**src/sv/lpnm_pkg.sv**
```systemverilog
// ============================================================================
// lpnm_pkg: shared types and constants of the local peak neighbor mean filter
// Payload structs, widths, register map, command codes and the small
// constant tables used by the mean divider.
// ============================================================================
package lpnm_pkg;

    // frame geometry
    localparam int MAX_SIZE   = 256;
    localparam int MIN_SIZE   = 2;
    localparam int SIZE_W     = 9;
    localparam int ADDR_W     = $clog2(MAX_SIZE);
    localparam int COORD_W    = 8;

    // pixel and result widths
    localparam int PIX_W      = 16;
    localparam int FRAC_W     = 8;
    localparam int VAL_W      = PIX_W + FRAC_W;
    localparam int SUM_W      = PIX_W + 3;
    localparam int MAG_W      = SUM_W;
    localparam int CNT_W      = 4;
    localparam int REM_W      = 3;

    // reciprocal multiply for the neighbor mean
    localparam int RECIP_SHIFT = 22;
    localparam int RECIP_W     = 21;
    localparam int Q_W         = MAG_W + RECIP_W - RECIP_SHIFT;

    // neighbor counts: corner, border and interior pixels
    localparam int NB_CORNER  = 3;
    localparam int NB_EDGE    = 5;
    localparam int NB_FULL    = 8;
    localparam logic [CNT_W-1:0] CNT_CORNER = CNT_W'(NB_CORNER);
    localparam logic [CNT_W-1:0] CNT_EDGE   = CNT_W'(NB_EDGE);
    localparam logic [CNT_W-1:0] CNT_FULL   = CNT_W'(NB_FULL);

    localparam logic [RECIP_W-1:0] RECIP_CORNER =
        RECIP_W'((2 ** RECIP_SHIFT + NB_CORNER - 1) / NB_CORNER);
    localparam logic [RECIP_W-1:0] RECIP_EDGE =
        RECIP_W'((2 ** RECIP_SHIFT + NB_EDGE - 1) / NB_EDGE);
    localparam logic [RECIP_W-1:0] RECIP_FULL =
        RECIP_W'((2 ** RECIP_SHIFT + NB_FULL - 1) / NB_FULL);

    localparam int FRAC_UNIT = 2 ** FRAC_W;

    // configuration port
    localparam int APB_DATA_W = 32;
    localparam int APB_ADDR_W = 3;
    localparam int REG_IDX_W  = APB_ADDR_W - 2;
    localparam logic [REG_IDX_W-1:0] REG_FRAME_SIZE = REG_IDX_W'(0);
    localparam logic [SIZE_W-1:0]    FRAME_SIZE_RESET = SIZE_W'(MAX_SIZE);

    // item commands
    localparam logic CMD_PIXEL = 1'b0;
    localparam logic CMD_DRAIN = 1'b1;

    typedef struct packed {
        logic                    command;
        logic signed [PIX_W-1:0] pixel;
    } item_t;

    typedef struct packed {
        logic signed [VAL_W-1:0] value;
        logic                    replaced;
        logic [COORD_W-1:0]      row;
        logic [COORD_W-1:0]      column;
        logic                    frame_end;
    } result_t;

    // neighborhood summary handed to the mean divider
    typedef struct packed {
        logic signed [PIX_W-1:0] center;
        logic signed [SUM_W-1:0] sum;
        logic [CNT_W-1:0]        count;
        logic                    peak;
        logic [COORD_W-1:0]      row;
        logic [COORD_W-1:0]      column;
        logic                    frame_end;
    } peak_t;

    // reciprocal of the neighbor count, scaled by 2**RECIP_SHIFT and rounded up
    function automatic logic [RECIP_W-1:0] recip_of(input logic [CNT_W-1:0] count);
        logic [RECIP_W-1:0] r;
        case (count)
            CNT_CORNER: r = RECIP_CORNER;
            CNT_EDGE:   r = RECIP_EDGE;
            default:    r = RECIP_FULL;
        endcase
        return r;
    endfunction

    // floor(rem * 256 / count) for a remainder below the count
    function automatic logic [FRAC_W-1:0] frac_of(input logic [CNT_W-1:0] count,
                                                  input logic [REM_W-1:0] rem);
        logic [FRAC_W-1:0] f;
        f = '0;
        case (count)
            CNT_CORNER:
            begin
                case (rem)
                    3'd1:    f = FRAC_W'(FRAC_UNIT / NB_CORNER);
                    3'd2:    f = FRAC_W'(2 * FRAC_UNIT / NB_CORNER);
                    default: f = '0;
                endcase
            end
            CNT_EDGE:
            begin
                case (rem)
                    3'd1:    f = FRAC_W'(FRAC_UNIT / NB_EDGE);
                    3'd2:    f = FRAC_W'(2 * FRAC_UNIT / NB_EDGE);
                    3'd3:    f = FRAC_W'(3 * FRAC_UNIT / NB_EDGE);
                    3'd4:    f = FRAC_W'(4 * FRAC_UNIT / NB_EDGE);
                    default: f = '0;
                endcase
            end
            default: f = {rem, {(FRAC_W - REM_W){1'b0}}};
        endcase
        return f;
    endfunction

endpackage

```
**src/sv/lpnm_mean.sv**
```systemverilog
// ============================================================================
// lpnm_mean: neighbor mean divider and result register
// Takes a neighborhood summary, divides the neighbor sum scaled by 256 by
// the neighbor count (truncated toward zero) and forms the output transfer.
// Three register stages: summary, quotient, result.
// ============================================================================
module lpnm_mean (
    input  logic              clk,
    input  logic              rst_n,
    input  logic              peak_valid,
    output logic              peak_ready,
    input  lpnm_pkg::peak_t   peak_in,
    output logic              result_valid,
    input  logic              result_ready,
    output lpnm_pkg::result_t result
);
    import lpnm_pkg::*;

    typedef struct packed {
        logic [Q_W-1:0]          quot;
        logic [MAG_W-1:0]        mag;
        logic                    neg;
        logic [CNT_W-1:0]        count;
        logic                    peak;
        logic signed [PIX_W-1:0] center;
        logic [COORD_W-1:0]      row;
        logic [COORD_W-1:0]      column;
        logic                    frame_end;
    } quot_t;

    peak_t   b_reg;
    logic    b_valid_reg;
    quot_t   c_reg;
    quot_t   c_next;
    logic    c_valid_reg;
    result_t out_reg;
    result_t out_next;
    logic    out_valid_reg;

    logic b_free;
    logic c_free;
    logic out_free;

    logic [MAG_W-1:0]             b_mag;
    logic [MAG_W+RECIP_W-1:0]     b_prod;
    logic [MAG_W-1:0]             c_qd;
    logic [MAG_W-1:0]             c_diff;
    logic [REM_W-1:0]             c_rem;
    logic [Q_W+FRAC_W-1:0]        c_mean_mag;
    logic [Q_W+FRAC_W-1:0]        c_mean;

    // stage flow: a stage loads when empty or when its content moves on
    assign out_free   = !out_valid_reg || result_ready;
    assign c_free     = !c_valid_reg || out_free;
    assign b_free     = !b_valid_reg || c_free;
    assign peak_ready = b_free;

    // magnitude of the sum times the reciprocal of the count
    always_comb
    begin
        b_mag  = b_reg.sum[SUM_W-1] ? MAG_W'(-b_reg.sum) : MAG_W'(b_reg.sum);
        b_prod = (MAG_W + RECIP_W)'(b_mag) * (MAG_W + RECIP_W)'(recip_of(b_reg.count));

        c_next.quot      = b_prod[RECIP_SHIFT +: Q_W];
        c_next.mag       = b_mag;
        c_next.neg       = b_reg.sum[SUM_W-1];
        c_next.count     = b_reg.count;
        c_next.peak      = b_reg.peak;
        c_next.center    = b_reg.center;
        c_next.row       = b_reg.row;
        c_next.column    = b_reg.column;
        c_next.frame_end = b_reg.frame_end;
    end

    // remainder gives the fraction bits, then restore the sign
    always_comb
    begin
        c_qd       = MAG_W'(c_reg.quot) * MAG_W'(c_reg.count);
        c_diff     = c_reg.mag - c_qd;
        c_rem      = c_diff[REM_W-1:0];
        c_mean_mag = {c_reg.quot, frac_of(c_reg.count, c_rem)};
        c_mean     = c_reg.neg ? (Q_W + FRAC_W)'(-c_mean_mag) : c_mean_mag;

        if (c_reg.peak)
        begin
            out_next.value = VAL_W'(c_mean);
        end
        else
        begin
            out_next.value = {c_reg.center, {FRAC_W{1'b0}}};
        end
        out_next.replaced  = c_reg.peak;
        out_next.row       = c_reg.row;
        out_next.column    = c_reg.column;
        out_next.frame_end = c_reg.frame_end;
    end

    // valid bits
    always_ff @(posedge clk or negedge rst_n)
    begin
        if (!rst_n)
        begin
            b_valid_reg   <= 1'b0;
            c_valid_reg   <= 1'b0;
            out_valid_reg <= 1'b0;
        end
        else
        begin
            if (b_free)
            begin
                b_valid_reg <= peak_valid;
            end
            if (c_free)
            begin
                c_valid_reg <= b_valid_reg;
            end
            if (out_free)
            begin
                out_valid_reg <= c_valid_reg;
            end
        end
    end

    // payload stages
    always_ff @(posedge clk)
    begin
        if (peak_valid && b_free)
        begin
            b_reg <= peak_in;
        end
        if (b_valid_reg && c_free)
        begin
            c_reg <= c_next;
        end
        if (c_valid_reg && out_free)
        begin
            out_reg <= out_next;
        end
    end

    assign result_valid = out_valid_reg;
    assign result       = out_reg;

    // the reciprocal quotient must be exact: remainder below the divisor
    assert property (@(posedge clk) disable iff (!rst_n)
        c_valid_reg && c_reg.peak |-> c_diff < MAG_W'(c_reg.count))
        else $error("mean quotient off by one");

    // an accepted summary is held in the first stage
    assert property (@(posedge clk) disable iff (!rst_n)
        peak_valid && peak_ready |=> b_valid_reg)
        else $error("summary transfer lost");

endmodule

```
**config.mk**
```make
export PLATFORM = sky130hd
export DESIGN_NAME = lpnm_mean
export DESIGN_NICKNAME = d
export VERILOG_FILES = /design/src/sv/lpnm_pkg.sv /design/src/sv/lpnm_mean.sv
export SDC_FILE = /design/constraint.sdc
export NUM_CORES = 1
export LEC_CHECK = 0
export BUFFER_PORTS_ARGS = -buffer_cell sky130_fd_sc_hd__buf_2
export CORE_MARGIN = 10
export CORE_UTILIZATION = 50
export CTS_CLUSTER_SIZE = 12
export DETAILED_ROUTE_END_ITERATION = 10
export PLACE_DENSITY = 0.75
export SLEW_MARGIN = 10
export SYNTH_ARGS = -nofsm -noshare
export SYNTH_HDL_FRONTEND = slang
export SYNTH_SLANG_ARGS = --single-unit
```
**constraint.sdc**
```tcl
create_clock -name clk -period 9.4 [get_ports clk]
set_input_delay 0 -clock clk [delete_from_list [all_inputs] [get_ports clk]]
set_output_delay 0 -clock clk [all_outputs]
set_load 0.005 [all_outputs]
```
### Yosys cells after proc, flatten, opt, wreduce, memory -nomap -nowiden

Cells that the tools add are included.

* output and inout port bits: 44
* word-level logic and storage cells: 54
* register bits after elaboration: 162
* input port bits: 61

* add/sub/neg operators: 3
* reductions and logical operators: 9
* eq/ne operators: 8
* $mul: 2
* multiplexer cells: 7

Operator list (count)
* $mux 24: 2
* $pmux 21 s2: 1
* $mul 19x21->40: 1
* $pmux 8 s2: 2
* $pmux 8 s4: 1
* $neg 24->24: 1
* $mux 19: 1
* $neg 19->19: 1
* $mul 18x4->3: 1
* $eq 4x2->1 const B: 2
* $eq 4x3->1 const B: 2
* $eq 3x2->1 const B: 2
* $eq 3x1->1 const B: 1
* $eq 3x3->1 const B: 1
* $logic_and 1x1->1: 3
* $logic_not 1->1: 3
* $logic_or 1x1->1: 3
* $sub 3x3->3: 1

### Depth between registers and ports, before layout

* depth in word-level cells: 8
* depth in mapped cells: 31
* mapped depth without buffers: 31

### Least setup slack after synthesis

Ideal clock, no wire load.

* kind: register to register
* start point: register b_reg[27] in the netlist's numbering
* end point: register c_reg (netlist bit c_mean_mag[23]), data pin
* clock period less this slack: 8.550 ns
* setup time: 0.260 ns
* buffers on the path: 0
* path slack: 0.850 ns
* cell stages (with the launch flop): 28
* data required time: 9.140 ns
* arrival: 8.290 ns
* cells stage by stage: edfxtp_1 or4_1 or4_1 or2_1 or3_1 or4b_4 a21o_1 fa_1 inv_1 fa_1 inv_1 fa_1 inv_1 fa_1 fa_1 inv_1 fa_1 inv_1 ha_1 nand4_1 o21ai_0 o22a_1 a221o_1 o211ai_1 a211oi_1 or3b_2 a31oi_1 xnor2_1

* word-level cells in the longest chain between the ends: 3

Ends and longest elaborated chain
* from (decl): line lpnm_mean.sv:31 `peak_t b_reg;`
* from (signal assigned): line lpnm_mean.sv:129 `b_reg <= peak_in;`
* $neg 19->19: line lpnm_mean.sv:61 `b_mag = b_reg.sum[SUM_W-1] ? MAG_W'(-b_reg.sum) : MAG_W'(b_reg.sum);`
* $mux 19 *: line lpnm_mean.sv:61
* $mul 19x21->40 *: line lpnm_mean.sv:62 `b_prod = (MAG_W + RECIP_W)'(b_mag) * (MAG_W + RECIP_W)'(recip_of(b_reg.count));`
* named net b_prod[37]: line lpnm_mean.sv:45 `logic [MAG_W+RECIP_W-1:0] b_prod;`
* to (signal assigned): line lpnm_mean.sv:133 `c_reg <= c_next;`
* to (decl): line lpnm_mean.sv:33 `quot_t c_reg;`

The timed path passes the listed nets; every way through them passes the cells marked *.
A chain may end at the register's enable or synchronous reset.

### Worst setup path after layout

Same ends and word-level chain as after synthesis.

==> run summary <==
Vias in the first global route = 9871
Total global routing overflow = 0
Most common flop cell mapped by yosys = edfxtp_1
Initial antenna violation count = 1
Register-to-Register Path Depth = 27
Switching power = 0.00104 W
Post-Synthesis Cells = 1238
Chip width = 188 µm
Post-Synth Adder-Cell Area = 0.398
Worst slew pin tran = 1.05 ns
Fin. max-slew vios = 0
Core ar. = 27800 µm²
Max Clk Rate = 111 MHz
Syn Area/Cell = 11.4 µm²
Net count after synthesis = 1631
Critical path data required time = 9.59 ns
Synthesized area = 14100 µm²
Fraction of registers with async set/reset = 0.0188
Routed WL per cell = 17.0 µm
Compound-Gate Fraction of Synth Area = 0.0538
Die area = 35200 µm²
I/O pins = 105
Worst path most repeated cell = fa_1
Leakage = 7.85 nW
Setup Crit Path Kind = flip-flop to flip-flop
Dominant cell type by area after synthesis = edfxtp_1
First-pass GRT wire length = 50700 µm
Internal Power = 0.00177 W
Starting Density = 0.506
Pin count of the biggest net entering global routing = 59
Cell with the most instances after synthesis = inv_1
Clock network fraction of design power = 0.243
Yosys reg bits = 160
# clock sinks = 160
Worst Path Buf+Inv = 5
Final core utilization = 0.586
Hold depth = 2
Total negative slack = 0 ns
Worst reg2reg startpoint = b_reg[27]$_DFFE_PP_
Max reg flops = 57
Peak VDD IR = 0.141 mV
XOR/XNOR Fraction of Synth Area = 0.0415
Post-DRT Antenna Nets = 0
RSZ-0062 raised after global routing = false
Longest Clk Path Bufs = 2
Synth area leaders = edfxtp_1 (34%), fa_1 (27%), ha_1 (13%)
Synth top cells by count = inv_1 (338), fa_1 (191), edfxtp_1 (157)
Pwr dens = 173 nW/µm²
Synth warn = 0
TritonCTS clock tree = yes
CTS Buf Count = 17
Fin crit share = 0.960
Class of the most critical hold timing path = input port to flip-flop
Vias = 8925
DRC = 0
Seq/Total Area, Yosys = 0.341
Clk_lat worst skew = 0.44 ns
Worst EP arrival = 9.21 ns
PostCTS Resize Cnt = 0
Post-synth EDFFs = 157
Element type at the critical path start = flip-flop
# diodes = 0
Clk_skew = 0.0141 ns
Critical Path Slowest Stage Cell = fa_1
Post-synthesis mux area share = 0.000712
TritonRoute pass-1 iters = 5
Post-synthesis cell type count = 53
Routed vias/inst = 4.94
RR Endpoint = c_mean_mag[23]$_DFFE_PP_
Dominant delay contributor by cell family on the critical path = adder cells
Iteration-0 DRC Markers = 460
Reg power frac = 0.354
Largest stage delay on the critical path = 0.59 ns
Place WS = 0.304 ns
GRT Resource Usage Total = 0.181
Final Setup Violations = 0
GP Congestion = 0.907
Nature of the critical path endpoint = flip-flop
Nets = 1807
Worst slew margin = 0.295
Final WS setup = 0.380 ns
# fillers = 2328
CTS clock-pin slew for the worst setup and hold paths = 0.08 ns
Largest family of logic cells by synthesized area = adder cells
Root buf cell = clkbuf_16
Die Ht = 188 µm
Post-layout min period = 9.02 ns
H-tree Lvls = 4
Area Overhead vs Synth = 15.8%
CP Launch Point = b_reg[27]$_DFFE_PP_
Global Route met3 Usage = 0.0404
Register-to-register setup slack = 0.38 ns
Area share of and/or/nand/nor cells after synthesis = 0.0693
Status = completed
Sw frac = 0.370
GR Util met1 = 0.233
Share of layout cells above drive strength 1 = 0.111
Comb power frac = 0.403
Met2 Usage GRT = 0.301
Hold path startpoint = peak_in[25]
Grt peak-use layer = met2
Hold Path Sink = b_reg[25]$_DFFE_PP_
Number of port buffers = 104
Final wirelength = 30600 µm
Worst Path Max Fanout = 4
Max_cap viols = 0
Share of the synthesized area in the top cell type = 0.335
FP Rows = 61
Fin. Hold Viols = 0
Post-DP HPWL = 24900 µm
==> power groups by stage <==
stage	logic, W	registers (W)	clock network, W
after CTS	0.00114	0.000994	0.000698
after detailed placement	0.00111	0.00101	0
after global routing	0.00132	0.00101	0.000726
after floorplan	0.000843	0.000992	0
after global placement	0.00109	0.00101	0
final	0.00113	0.000994	0.000684
==> layout by cell type (no fill, tap or decap), drive strengths merged, types with 17 or more instances in the layout <==
master,instances
nor2,77
inv,345
buf,116
o21ai,22
nand2,43
xnor2,23
edfxtp,157
xor2,41
dlygate4sd3,62
ha,141
fa,191
clkbuf,17
a21oi,50
==> worst reg2reg max path: cells and delay by family, from the launching register on <==
family | cells | cell delay [ns]
xor gates and xnor gates | 1 | 0.09
AOI/OAI and AO/OA | 7 | 1.54
and+or+nand+nor | 7 | 2.85
DFF | 1 | 0.42
adders and majority gates | 7 | 3.54
buffers and inverters | 5 | 0.32
==> repair_timing <==
item | in CTS | in global routing
setup buffers | 0 | 2
hold buffers | 62 | 0
endpoints found under the hold margin | 63 | 0
endpoints found under the setup margin | 0 | 1
==> cells by family after synthesis <==
group,after synthesis
buffers and inverters,359
AO/OA/AOI/OAI,122
multiplexers,1
AND/OR/NAND/NOR,197
adder cells (fa/ha/maj),332
other,2
XOR/XNOR,65
flip-flops,160
==> routing by layer <==
metal,share of wire,vias to the layer above
met4,0.021,0
met1,0.45,4392
met5,0,-
li1,-,4259
met2,0.47,236
met3,0.058,38
==> worst max path at each step <==
stage                                     to  depth (start not counted)
global placement    c_mean_mag[23]$_DFFE_PP_                         27
global route        c_mean_mag[23]$_DFFE_PP_                         27
finish              c_mean_mag[23]$_DFFE_PP_                         27
CTS                 c_mean_mag[23]$_DFFE_PP_                         27
detailed placement  c_mean_mag[23]$_DFFE_PP_                         27
floorplan           c_mean_mag[23]$_DFFE_PP_                         27
==> through the flow <==
stage               std cells  hold WS [ns]  instance area, µm²  total power [W]
finish                   1805         0.269               16300          0.00281
global route             1805         0.259               16300          0.00305
CTS                      1803         0.244               16300          0.00284
detailed placement       1709        -0.200               15000          0.00212
global placement         1709        -0.202               15000          0.00209
floorplan                1238        -0.296               14100          0.00184
==> layout make-up <==
cell class | instances | area (µm²) | share of cell area
clock buffers | 17 | 425 | 0.0261
clock inverters | 15 | 169 | 0.0104
inverters | 338 | 1270 | 0.0779
multi-input cells | 719 | 7920 | 0.487
flip-flops and latches | 160 | 4790 | 0.294
well taps | 378 | 473 | 0.0291
repair buffers | 178 | 1230 | 0.0756
Power figures use the tool's default switching activity.
